==> src/design/rcfd_pkg.sv <==
package rcfd_pkg;

    localparam int FRAME_BYTES   = 26;
    localparam int CHANNEL_COUNT = 16;
    localparam int DATA_BYTES    = 22;
    localparam int RAW_W         = 11;
    localparam int CH_W          = 4;
    localparam int VALUE_W       = 16;
    localparam int POS_W         = 5;
    localparam int QUOT_W        = VALUE_W - RAW_W;
    localparam int DATA_W        = DATA_BYTES * 8;

    localparam logic [10:0] RAW_MAX = 11'h7FF;

    localparam logic [4:0] POS_SYNC       = 5'd0;
    localparam logic [4:0] POS_LENGTH     = 5'd1;
    localparam logic [4:0] POS_TYPE       = 5'd2;
    localparam logic [4:0] POS_DATA_FIRST = 5'd3;
    localparam logic [4:0] POS_DATA_LAST  = 5'd24;
    localparam logic [4:0] POS_CHECK      = 5'd25;

    localparam logic OP_BYTE  = 1'b0;
    localparam logic OP_FLUSH = 1'b1;

    localparam logic [1:0] CFG_SYNC_ADDRESS = 2'd0;
    localparam logic [1:0] CFG_FRAME_TYPE   = 2'd1;
    localparam logic [1:0] CFG_MAX_LENGTH   = 2'd2;

    localparam logic [7:0] SYNC_ADDRESS_RST = 8'hC8;
    localparam logic [7:0] FRAME_TYPE_RST   = 8'h16;
    localparam logic [7:0] MAX_LENGTH_RST   = 8'd64;

    typedef struct packed {
        logic       operation;
        logic [7:0] data_byte;
    } byte_item_t;

    typedef struct packed {
        logic [3:0]  channel_index;
        logic [15:0] channel_value;
        logic [10:0] raw_value;
        logic        last_channel;
    } result_item_t;

endpackage

==> src/design/rc_channel_frame_decoder.sv <==
// Packed RC channel frame decoder. Serial bytes enter one per transaction on the byte
// channel and are taken one per cycle while a frame is assembled: sync address, length
// (frames whose length exceeds max_length are dropped), type, 22 data bytes and an
// unchecked check byte. A flush transaction discards a partial frame. When the check
// byte of a frame whose type matches frame_type arrives, the block stalls the byte
// channel and emits sixteen result transactions, channel 0 first, the last one marked.
// Each channel passes twice through one shared scaling unit (a shift-subtract multiply
// by 31, then a divide-by-2047 correction); the byte channel stays stalled until the
// last channel is emitted. The sync, type and length registers are written over the
// cfg channel; the user must write them only while the block is idle (not enforced).
module rc_channel_frame_decoder (
    input  logic                  clk,
    input  logic                  rst_n,
    input  logic                  byte_valid,
    output logic                  byte_stall,
    input  rcfd_pkg::byte_item_t  byte_data,
    output logic                  result_valid,
    input  logic                  result_stall,
    output rcfd_pkg::result_item_t result_data,
    input  logic                  cfg_valid,
    output logic                  cfg_ready,
    input  logic [1:0]            cfg_index,
    input  logic [7:0]            cfg_data
);
    import rcfd_pkg::*;

    localparam logic [1:0] ST_IDLE = 2'd0;
    localparam logic [1:0] ST_CALC = 2'd1;
    localparam logic [1:0] ST_EMIT = 2'd2;

    logic [1:0]        state_reg, state_next;
    logic [POS_W-1:0]  pos_reg, pos_next;
    logic [CH_W-1:0]   ch_reg, ch_next;
    logic              result_valid_reg, result_valid_next;
    logic [7:0]        sync_address_reg, frame_type_reg, max_length_reg;

    logic [DATA_W-1:0] data_reg;
    logic [7:0]        type_reg;
    logic [RAW_W-1:0]  raw_reg;
    logic [VALUE_W-1:0] prod_reg;
    result_item_t      result_reg;

    logic              byte_fire;
    logic              emit_fire;
    logic              frame_done;
    logic [QUOT_W-1:0] quot_est;
    logic [RAW_W:0]    rem_est;
    logic [QUOT_W-1:0] quot;

    assign cfg_ready    = 1'b1;
    assign byte_stall   = (state_reg != ST_IDLE);
    assign byte_fire    = byte_valid && !byte_stall;
    assign emit_fire    = (state_reg == ST_EMIT) && (!result_valid_reg || !result_stall);
    assign result_valid = result_valid_reg;
    assign result_data  = result_reg;

    // floor(x / 2047) = floor(x / 2048) + 1 when the remainder estimate reaches 2047
    assign quot_est = prod_reg[VALUE_W-1:RAW_W];
    assign rem_est  = {1'b0, prod_reg[RAW_W-1:0]} + {{(RAW_W+1-QUOT_W){1'b0}}, quot_est};
    assign quot     = quot_est + QUOT_W'(rem_est >= {1'b0, RAW_MAX});

    assign frame_done = byte_fire && (byte_data.operation == OP_BYTE)
                        && (pos_reg == POS_CHECK);

    always_comb
    begin
        pos_next = pos_reg;
        if (byte_fire)
        begin
            if (byte_data.operation == OP_FLUSH)
            begin
                pos_next = POS_SYNC;
            end
            else
            begin
                case (pos_reg) inside
                    POS_SYNC:
                    begin
                        pos_next = (byte_data.data_byte == sync_address_reg)
                                   ? POS_LENGTH : POS_SYNC;
                    end
                    POS_LENGTH:
                    begin
                        pos_next = (byte_data.data_byte > max_length_reg)
                                   ? POS_SYNC : POS_TYPE;
                    end
                    [POS_TYPE:POS_DATA_LAST]:
                    begin
                        pos_next = pos_reg + POS_W'(1);
                    end
                    default:
                    begin
                        pos_next = POS_SYNC;
                    end
                endcase
            end
        end
    end

    always_comb
    begin
        state_next        = state_reg;
        ch_next           = ch_reg;
        result_valid_next = result_valid_reg;
        if (result_valid_reg && !result_stall)
        begin
            result_valid_next = 1'b0;
        end
        case (state_reg)
            ST_IDLE:
            begin
                if (frame_done && (type_reg == frame_type_reg))
                begin
                    state_next = ST_CALC;
                    ch_next    = '0;
                end
            end
            ST_CALC:
            begin
                state_next = ST_EMIT;
            end
            ST_EMIT:
            begin
                if (emit_fire)
                begin
                    result_valid_next = 1'b1;
                    ch_next           = ch_reg + CH_W'(1);
                    state_next        = (ch_reg == CH_W'(CHANNEL_COUNT - 1))
                                        ? ST_IDLE : ST_CALC;
                end
            end
            default:
            begin
                state_next = ST_IDLE;
            end
        endcase
    end

    always_ff @(posedge clk or negedge rst_n)
    begin
        if (!rst_n)
        begin
            state_reg        <= ST_IDLE;
            pos_reg          <= POS_SYNC;
            ch_reg           <= '0;
            result_valid_reg <= 1'b0;
            sync_address_reg <= SYNC_ADDRESS_RST;
            frame_type_reg   <= FRAME_TYPE_RST;
            max_length_reg   <= MAX_LENGTH_RST;
        end
        else
        begin
            state_reg        <= state_next;
            pos_reg          <= pos_next;
            ch_reg           <= ch_next;
            result_valid_reg <= result_valid_next;
            if (cfg_valid && cfg_ready)
            begin
                case (cfg_index)
                    CFG_SYNC_ADDRESS: sync_address_reg <= cfg_data;
                    CFG_FRAME_TYPE:   frame_type_reg   <= cfg_data;
                    CFG_MAX_LENGTH:   max_length_reg   <= cfg_data;
                    default:          ;
                endcase
            end
        end
    end

    always_ff @(posedge clk)
    begin
        if (byte_fire && (byte_data.operation == OP_BYTE))
        begin
            if (pos_reg == POS_TYPE)
            begin
                type_reg <= byte_data.data_byte;
            end
            if ((pos_reg >= POS_DATA_FIRST) && (pos_reg <= POS_DATA_LAST))
            begin
                data_reg <= {byte_data.data_byte, data_reg[DATA_W-1:8]};
            end
        end
        if (state_reg == ST_CALC)
        begin
            raw_reg  <= data_reg[RAW_W-1:0];
            prod_reg <= {data_reg[RAW_W-1:0], {QUOT_W{1'b0}}}
                        - {{QUOT_W{1'b0}}, data_reg[RAW_W-1:0]};
        end
        if (emit_fire)
        begin
            data_reg                 <= data_reg >> RAW_W;
            result_reg.channel_index <= ch_reg;
            result_reg.channel_value <= {raw_reg, quot};
            result_reg.raw_value     <= raw_reg;
            result_reg.last_channel  <= (ch_reg == CH_W'(CHANNEL_COUNT - 1));
        end
    end

`ifndef SYNTHESIS
    a_pos_range: assert property (@(posedge clk) disable iff (!rst_n)
        pos_reg <= POS_CHECK)
        else $error("byte position out of frame");

    a_pos_clear_busy: assert property (@(posedge clk) disable iff (!rst_n)
        (state_reg != ST_IDLE) |-> (pos_reg == POS_SYNC))
        else $error("byte position not cleared while emitting");

    a_last_index: assert property (@(posedge clk) disable iff (!rst_n)
        (result_valid && result_data.last_channel)
        |-> (result_data.channel_index == CH_W'(CHANNEL_COUNT - 1)))
        else $error("last channel flag on wrong index");

    a_scale_high: assert property (@(posedge clk) disable iff (!rst_n)
        result_valid |-> (result_data.channel_value[VALUE_W-1:QUOT_W]
                          == result_data.raw_value))
        else $error("scaled value disagrees with raw value");

    a_last_to_idle: assert property (@(posedge clk) disable iff (!rst_n)
        (emit_fire && (ch_reg == CH_W'(CHANNEL_COUNT - 1))) |=> (state_reg == ST_IDLE))
        else $error("sequencer did not return to idle after last channel");
`endif

endmodule

==> config.mk <==
export PLATFORM = sky130hd
export DESIGN_NAME = rc_channel_frame_decoder
export DESIGN_NICKNAME = d
export VERILOG_FILES = /design/src/design/rcfd_pkg.sv /design/src/design/rc_channel_frame_decoder.sv
export SDC_FILE = /design/constraint.sdc
export NUM_CORES = 1
export LEC_CHECK = 0
export ABC_AREA = 1
export BUFFER_PORTS_ARGS = -buffer_cell sky130_fd_sc_hd__buf_4
export CORE_MARGIN = 2
export CORE_UTILIZATION = 33
export DETAILED_ROUTE_END_ITERATION = 12
export GPL_TIMING_DRIVEN = 0
export RECOVER_POWER = 25
export SLEW_MARGIN = 20
export SYNTH_ARGS = -nofsm -noshare
export SYNTH_HDL_FRONTEND = slang
export SYNTH_SLANG_ARGS = --single-unit
==> constraint.sdc <==
create_clock -name clk -period 15.3 [get_ports clk]
set_clock_uncertainty 0.15 [all_clocks]
set_input_delay 3.825 -clock clk [delete_from_list [all_inputs] [get_ports clk]]
set_output_delay 3.825 -clock clk [all_outputs]
set_load 0.1 [all_outputs]
=== Word-level counts from Yosys, hierarchy flattened ===
Index checks and enable logic that the tools add are counted.

* Register bits: 279
* Bits in latches: 0
* RAM bits: 0
* Memory bits (read-only): 0
* Input port bits: 24
* Memories: 0

* Add/sub/neg operators: 5
* $mul: 0
* Div/mod/pow operators: 0
* Magnitude comparators: 5
* Eq/ne operators: 12
* Shift-type cells: 0
* Multiplexer cells: 19
* Bitwise logic cells: 1
* Reductions and logical operators: 27

{| class="wikitable"
|+ Operator list
! kind !! number
|-
| 2-to-1 mux 165 bit || 3
|-
| 2-to-1 mux 5 bit || 4
|-
| == test 8 bit || 2
|-
| subtractor 16 x 11 -> 16 bit || 1
|-
| AND reduction 2 bit || 7
|-
| adder 11 x 5 -> 12 bit || 1
|-
| >= comparator 12 x 11 -> 1 bit (second input constant) || 1
|-
| >= comparator 5 x 2 -> 1 bit (second input constant) || 2
|-
| > comparator 8 bit || 1
|-
| logical AND 1 bit || 8
|-
| 2-to-1 mux 4 bit || 2
|-
| one-hot mux 4 bit (2 select lines) || 1
|-
| nonzero test 2 bit || 4
|-
| 2-to-1 mux 2 bit || 3
|-
| one-hot mux 2 bit (3 select lines) || 1
|-
| adder 5 x 1 -> 5 bit || 1
|-
| adder 5 x 1 -> 5 bit (second input constant) || 1
|-
| == test 5 x 1 -> 1 bit (second input constant) || 1
|-
| == test 5 x 2 -> 1 bit (second input constant) || 1
|-
| == test 5 bit (second input constant) || 1
|-
| less-or-equal comparator 5 bit (second input constant) || 1
|-
| zero test 5 bit || 1
|-
| 2-to-1 mux 1 bit || 5
|-
| adder 4 x 1 -> 4 bit (second input constant) || 1
|-
| other kinds (9) || 15
|}

=== Depth between registers and ports, before layout ===
* Depth in word-level cells: 8
* Gate-level depth with buffers: 16

=== Least setup slack after synthesis ===
OpenSTA, ideal clock, no wires.

* Path kind: input port to flip-flop
* Start point: input result_stall
* End point: register data_reg[0] (enable)
* Library setup time: 1355 ps
* Arrival: 7180 ps
* Data required time: 13795 ps
* Slack: 6615 ps
* Stages: 4
* Path buffers: 1
* Cell sequence: nand2_1 -> nand2_4 -> clkbuf_1 -> nand2_1

* Word-level cells in the longest chain between the ends: 5
* Elaborated cells on any way between the ends: 6

{| class="wikitable"
|+ RTL lines
! item !! RTL line !! text
|-
| from (decl) || rc_channel_frame_decoder.sv:18 || <nowiki>input logic result_stall,</nowiki>
|-
| zero test 1 bit (*) || rc_channel_frame_decoder.sv:53 || <nowiki>assign emit_fire = (state_reg == ST_EMIT) && (!result_valid_reg || !result_stall);</nowiki>
|-
| logical OR 1 bit (*) || rc_channel_frame_decoder.sv:53 ||
|-
| logical AND 1 bit (*) || rc_channel_frame_decoder.sv:53 ||
|-
| nonzero test 2 bit (no source line) || -- ||
|-
| AND reduction 2 bit (no source line) (*) || -- ||
|-
| to (signal assigned) || rc_channel_frame_decoder.sv:179 || <nowiki>data_reg <= {byte_data.data_byte, data_reg[DATA_W-1:8]};</nowiki>
|-
| to (signal assigned) || rc_channel_frame_decoder.sv:190 || <nowiki>data_reg <= data_reg >> RAW_W;</nowiki>
|-
| to (decl) || rc_channel_frame_decoder.sv:37 || <nowiki>logic [DATA_W-1:0] data_reg;</nowiki>
|}

Mark *: on every way between the ends. The rest lies on a longest branch, timed or not.
A chain may end at the register's enable or synchronous reset.

=== Worst setup path after layout ===
* Start point: input byte_valid
* End point: register data_reg[91] (enable)

* Word-level cells in the longest chain between the ends: 4

{| class="wikitable"
|+ RTL lines
! item !! RTL line !! text
|-
| from (decl) || rc_channel_frame_decoder.sv:14 || <nowiki>input logic byte_valid,</nowiki>
|-
| logical AND 1 bit || rc_channel_frame_decoder.sv:52 || <nowiki>assign byte_fire = byte_valid && !byte_stall;</nowiki>
|-
| logical AND 1 bit || rc_channel_frame_decoder.sv:171 || <nowiki>if (byte_fire && (byte_data.operation == OP_BYTE))</nowiki>
|-
| nonzero test 2 bit (no source line) || -- ||
|-
| AND reduction 2 bit (no source line) || -- ||
|}

No other way between the ends.

==> summary.txt <==
NumNets Final: 1389
Worst r2r path cells: 9
First-pass GRT wire length: 38900 um
Fmax: 167 MHz
Crit path launch type: input port
Peak supply drop: 0.0858 mV
Buf/Inv on CP: 5
Sink Count: 267
Pint: 1.25 mW
Vias in the first global route: 8034
Max_cap viols: 2
Psw: 0.332 mW
Distinct cells, synth: 47
Commonest non-fill, non-tap cell in the layout: nand2_1
Max Slew Vio Count: 65
Register share of total power: 50.9%
Top Ports: 59
Multi-input gate area: 0.00384 sq mm
XOR/XNOR share of the synthesized area: 1.84%
CTS clk-pin slew, worst paths: 60 ps
YS warnings: 0
Area grow syn2layout: 16.5%
Post-cts repair resize count: 0
Mapped Nets: 1296
Share of cells above drive strength 1: 13.8%
Worst EP required: 15380 ps
Beginning of the worst hold path: raw_reg[4]$_DFFE_PN_
Die width: 197 um
DRT Wirelength: 23000 um
# rows: 70
Syn_area_per_cell: 9.93 sq um
Clock power share: 46.0%
Initial core utilization: 33.7%
Final worst-path cycle share: 39.1%
Crit path top cell by count: nand2_4
Register area: 0.00774 sq mm
Crit. Startpoint: byte_valid
Crit end category: register
Gate power share: 3.1%
GRT Util Overall: 12.1%
DR vias/cell: 4.51
DRT Pass-1 Iters: 5
Die height: 197 um
Sequential area share after synthesis: 62.6%
CP Depth: 9
Post-DP HPWL: 16100 um
# diodes: 0
CP endpoint: data_reg[91]$_DFFE_PP_
Initial antenna violation count: 0
Outcome: complete, but fails checks
RSZ-0062 raised after global routing: false
DRC Markers: 0
Setup TNS: 0 ps
Commonest cells after routing, fill and taps aside: nand2_1 (575), edfxtp_1 (220), inv_1 (85)
Largest family of logic cells by synthesized area: simple AND/OR/NAND/NOR gates
Iter 0 DRT Violations: 451
Hold Crit Class: reg2reg
Top delay family on crit path: simple AND/OR/NAND/NOR gates
R2r endpoint: data_reg[91]$_DFFE_PP_
CTS tree: built
Core Region: 0.0367 sq mm
Fill count: 3599
Post-synthesis simple-gate area fraction: 22.5%
Main flop type after synthesis: edfxtp_1
Largest register FFs: 176
CTS Buf Count: 30
Final GP Congestion: 0.826
Fin. Hold Viols: 0
CP cell instances: clkbuf_4 -> inv_1 -> nor2_1 -> nand2_4 -> clkinvlp_2 -> nand3_1 -> clkbuf_1 -> nand2_4 -> buf_16
IO buf count: 57
Mapped Cells: 1244
PD cells: 110 mW/mm^2
Largest net degree at the start of global routing: 50
Static Leakage: 6.25 nW
Compound-gate portion of the synthesized area: 3.97%
Mapped Area: 0.0124 sq mm
Clk Latency, worst-skew pair: 560 ps
Reg2Reg Setup Slack: 12170 ps
Adder-cell share of the synthesized area: 2.90%
Vias post-DR: 8242
RR Startpoint: state_reg[1]$_DFFE_PN0P_
Sw Ratio: 21.0%
Worst EP arrival: 6060 ps
Total power: 1.58 mW
CP max stage delay: 600 ps
Worst Tran Pin Value: 2050 ps
Slew Limit Headroom: -37.2%
Final worst path period need: 5980 ps
Crit path max-delay cell type: nand2_4
Crit path kind: in2reg
Maximum fanout along the worst path: 49
Number of synthesized flops with an enable pin: 220
Mux share of post-synthesis cell area: 0%
Failing checks: max-capacitance violations, max-slew violations
Seq cells post-synth: 267
Gr ovfl total: 0
CTS root buffer: clkbuf_16
Routed length per instance: 12.6 um
Clock tree buffer depth: 3
Endpoints failing setup: 0
CTS Hold Bufs: 0
Postcts setup bufs: 0
Post-DRT Antenna Nets: 0
CTS H-tree depth: 1
Die Area: 0.0390 sq mm
Fraction of registers with async set/reset: 13.5%
==> worst min path at each step <==
stage | endpoint | slack, ps | cells past startpoint
detailed placement | result_data[21]$_DFFE_PP_ | 260 | 0
global placement | result_data[18]$_DFFE_PP_ | 260 | 0
floorplan | result_data[18]$_DFFE_PP_ | 250 | 0
CTS | result_data[21]$_DFFE_PP_ | 270 | 0
global route | result_data[27]$_DFFE_PP_ | 280 | 0
finish | result_data[21]$_DFFE_PP_ | 270 | 0
==> synth_stat cells, types with 2 or more instances <==
| master | count | share of area (%) |
|---|---|---|
| buf_4 | 14 | 0.85 |
| nand2_1 | 576 | 18 |
| nor2_2 | 3 | 0.15 |
| xor2_1 | 14 | 0.99 |
| nor3_1 | 7 | 0.28 |
| xnor2_1 | 12 | 0.85 |
| nor2_1 | 33 | 1.0 |
| nand4_1 | 10 | 0.51 |
| buf_2 | 15 | 0.61 |
| nand2_2 | 3 | 0.15 |
| inv_2 | 4 | 0.12 |
| o21ai_2 | 8 | 0.57 |
| a21oi_2 | 2 | 0.14 |
| buf_6 | 16 | 1.5 |
| o21bai_1 | 2 | 0.12 |
| dfxtp_1 | 11 | 1.8 |
| clkbuf_1 | 7 | 0.21 |
| edfxtp_1 | 220 | 53 |
| nand3b_1 | 2 | 0.12 |
| dfrtp_1 | 29 | 5.9 |
| a21oi_1 | 21 | 0.85 |
| o21ai_0 | 50 | 2.0 |
| nand2_4 | 3 | 0.27 |
| inv_1 | 85 | 2.6 |
| ha_1 | 27 | 2.7 |
| dfstp_2 | 7 | 1.5 |
| or2_2 | 7 | 0.35 |
| nand3_1 | 37 | 1.5 |
==> per-layer routing <==
| layer | vias up | global-route usage (%) | wire (um) |
|---|---|---|---|
| met5 | - | 0 | 0 |
| li1 | 4245 | - | - |
| met2 | 107 | 20.7 | 10800 |
| met4 | 0 | 3.43 | 527 |
| met1 | 3855 | 15.8 | 10900 |
| met3 | 35 | 2.22 | 753 |
==> power by group through the flow <==
stage	Clock, mW	Sequential [mW]	Combinational, mW
2_1_floorplan	0	0.816	0.0340
5_1_grt	0.772	0.805	0.0571
3_5_place_dp	0	0.818	0.0505
3_3_place_gp	0	0.818	0.0491
6_report	0.726	0.803	0.0485
4_1_cts	0.743	0.803	0.0508
==> area by class of cell <==
| cell class | instances | share of cell area, % |
|---|---|---|
| Timing Repair Buffer | 61 | 3.24 |
| Sequential cell | 267 | 53.8 |
| Inverter | 91 | 2.40 |
| Clock buffer | 37 | 5.69 |
| Multi-Input combinational cell | 832 | 26.7 |
| Clock inverter | 19 | 1.32 |
| Buffer | 54 | 2.77 |
| Tap cell | 468 | 4.07 |
==> worst register-to-register path, delay by kind of cell (launching register included) <==
family,cells,cell delay [ps]
buf+inv,4,920
simple gates,5,1290
flops,1,410
==> metrics by stage <==
step	area (sq um)	std cells	hold slack (ps)	setup slack (ps)	utilization [%]
3_5_place_dp	13500	1773	257	9300	36.7
2_1_floorplan	12400	1244	250	6610	-
6_report	14400	1829	269	9320	39.2
4_1_cts	14500	1829	272	9850	39.4
3_3_place_gp	13400	1769	255	4730	36.4
5_1_grt	14400	1829	278	9150	39.2
==> logic make-up after synthesis <==
group           count (synthesis)
fa+ha+maj                      28
other cells                     1
buf+inv                       145
simple gates                  689
compound gates                 88
flops                         267
xor+xnor                       26
Power figures use the tool's default switching activity.
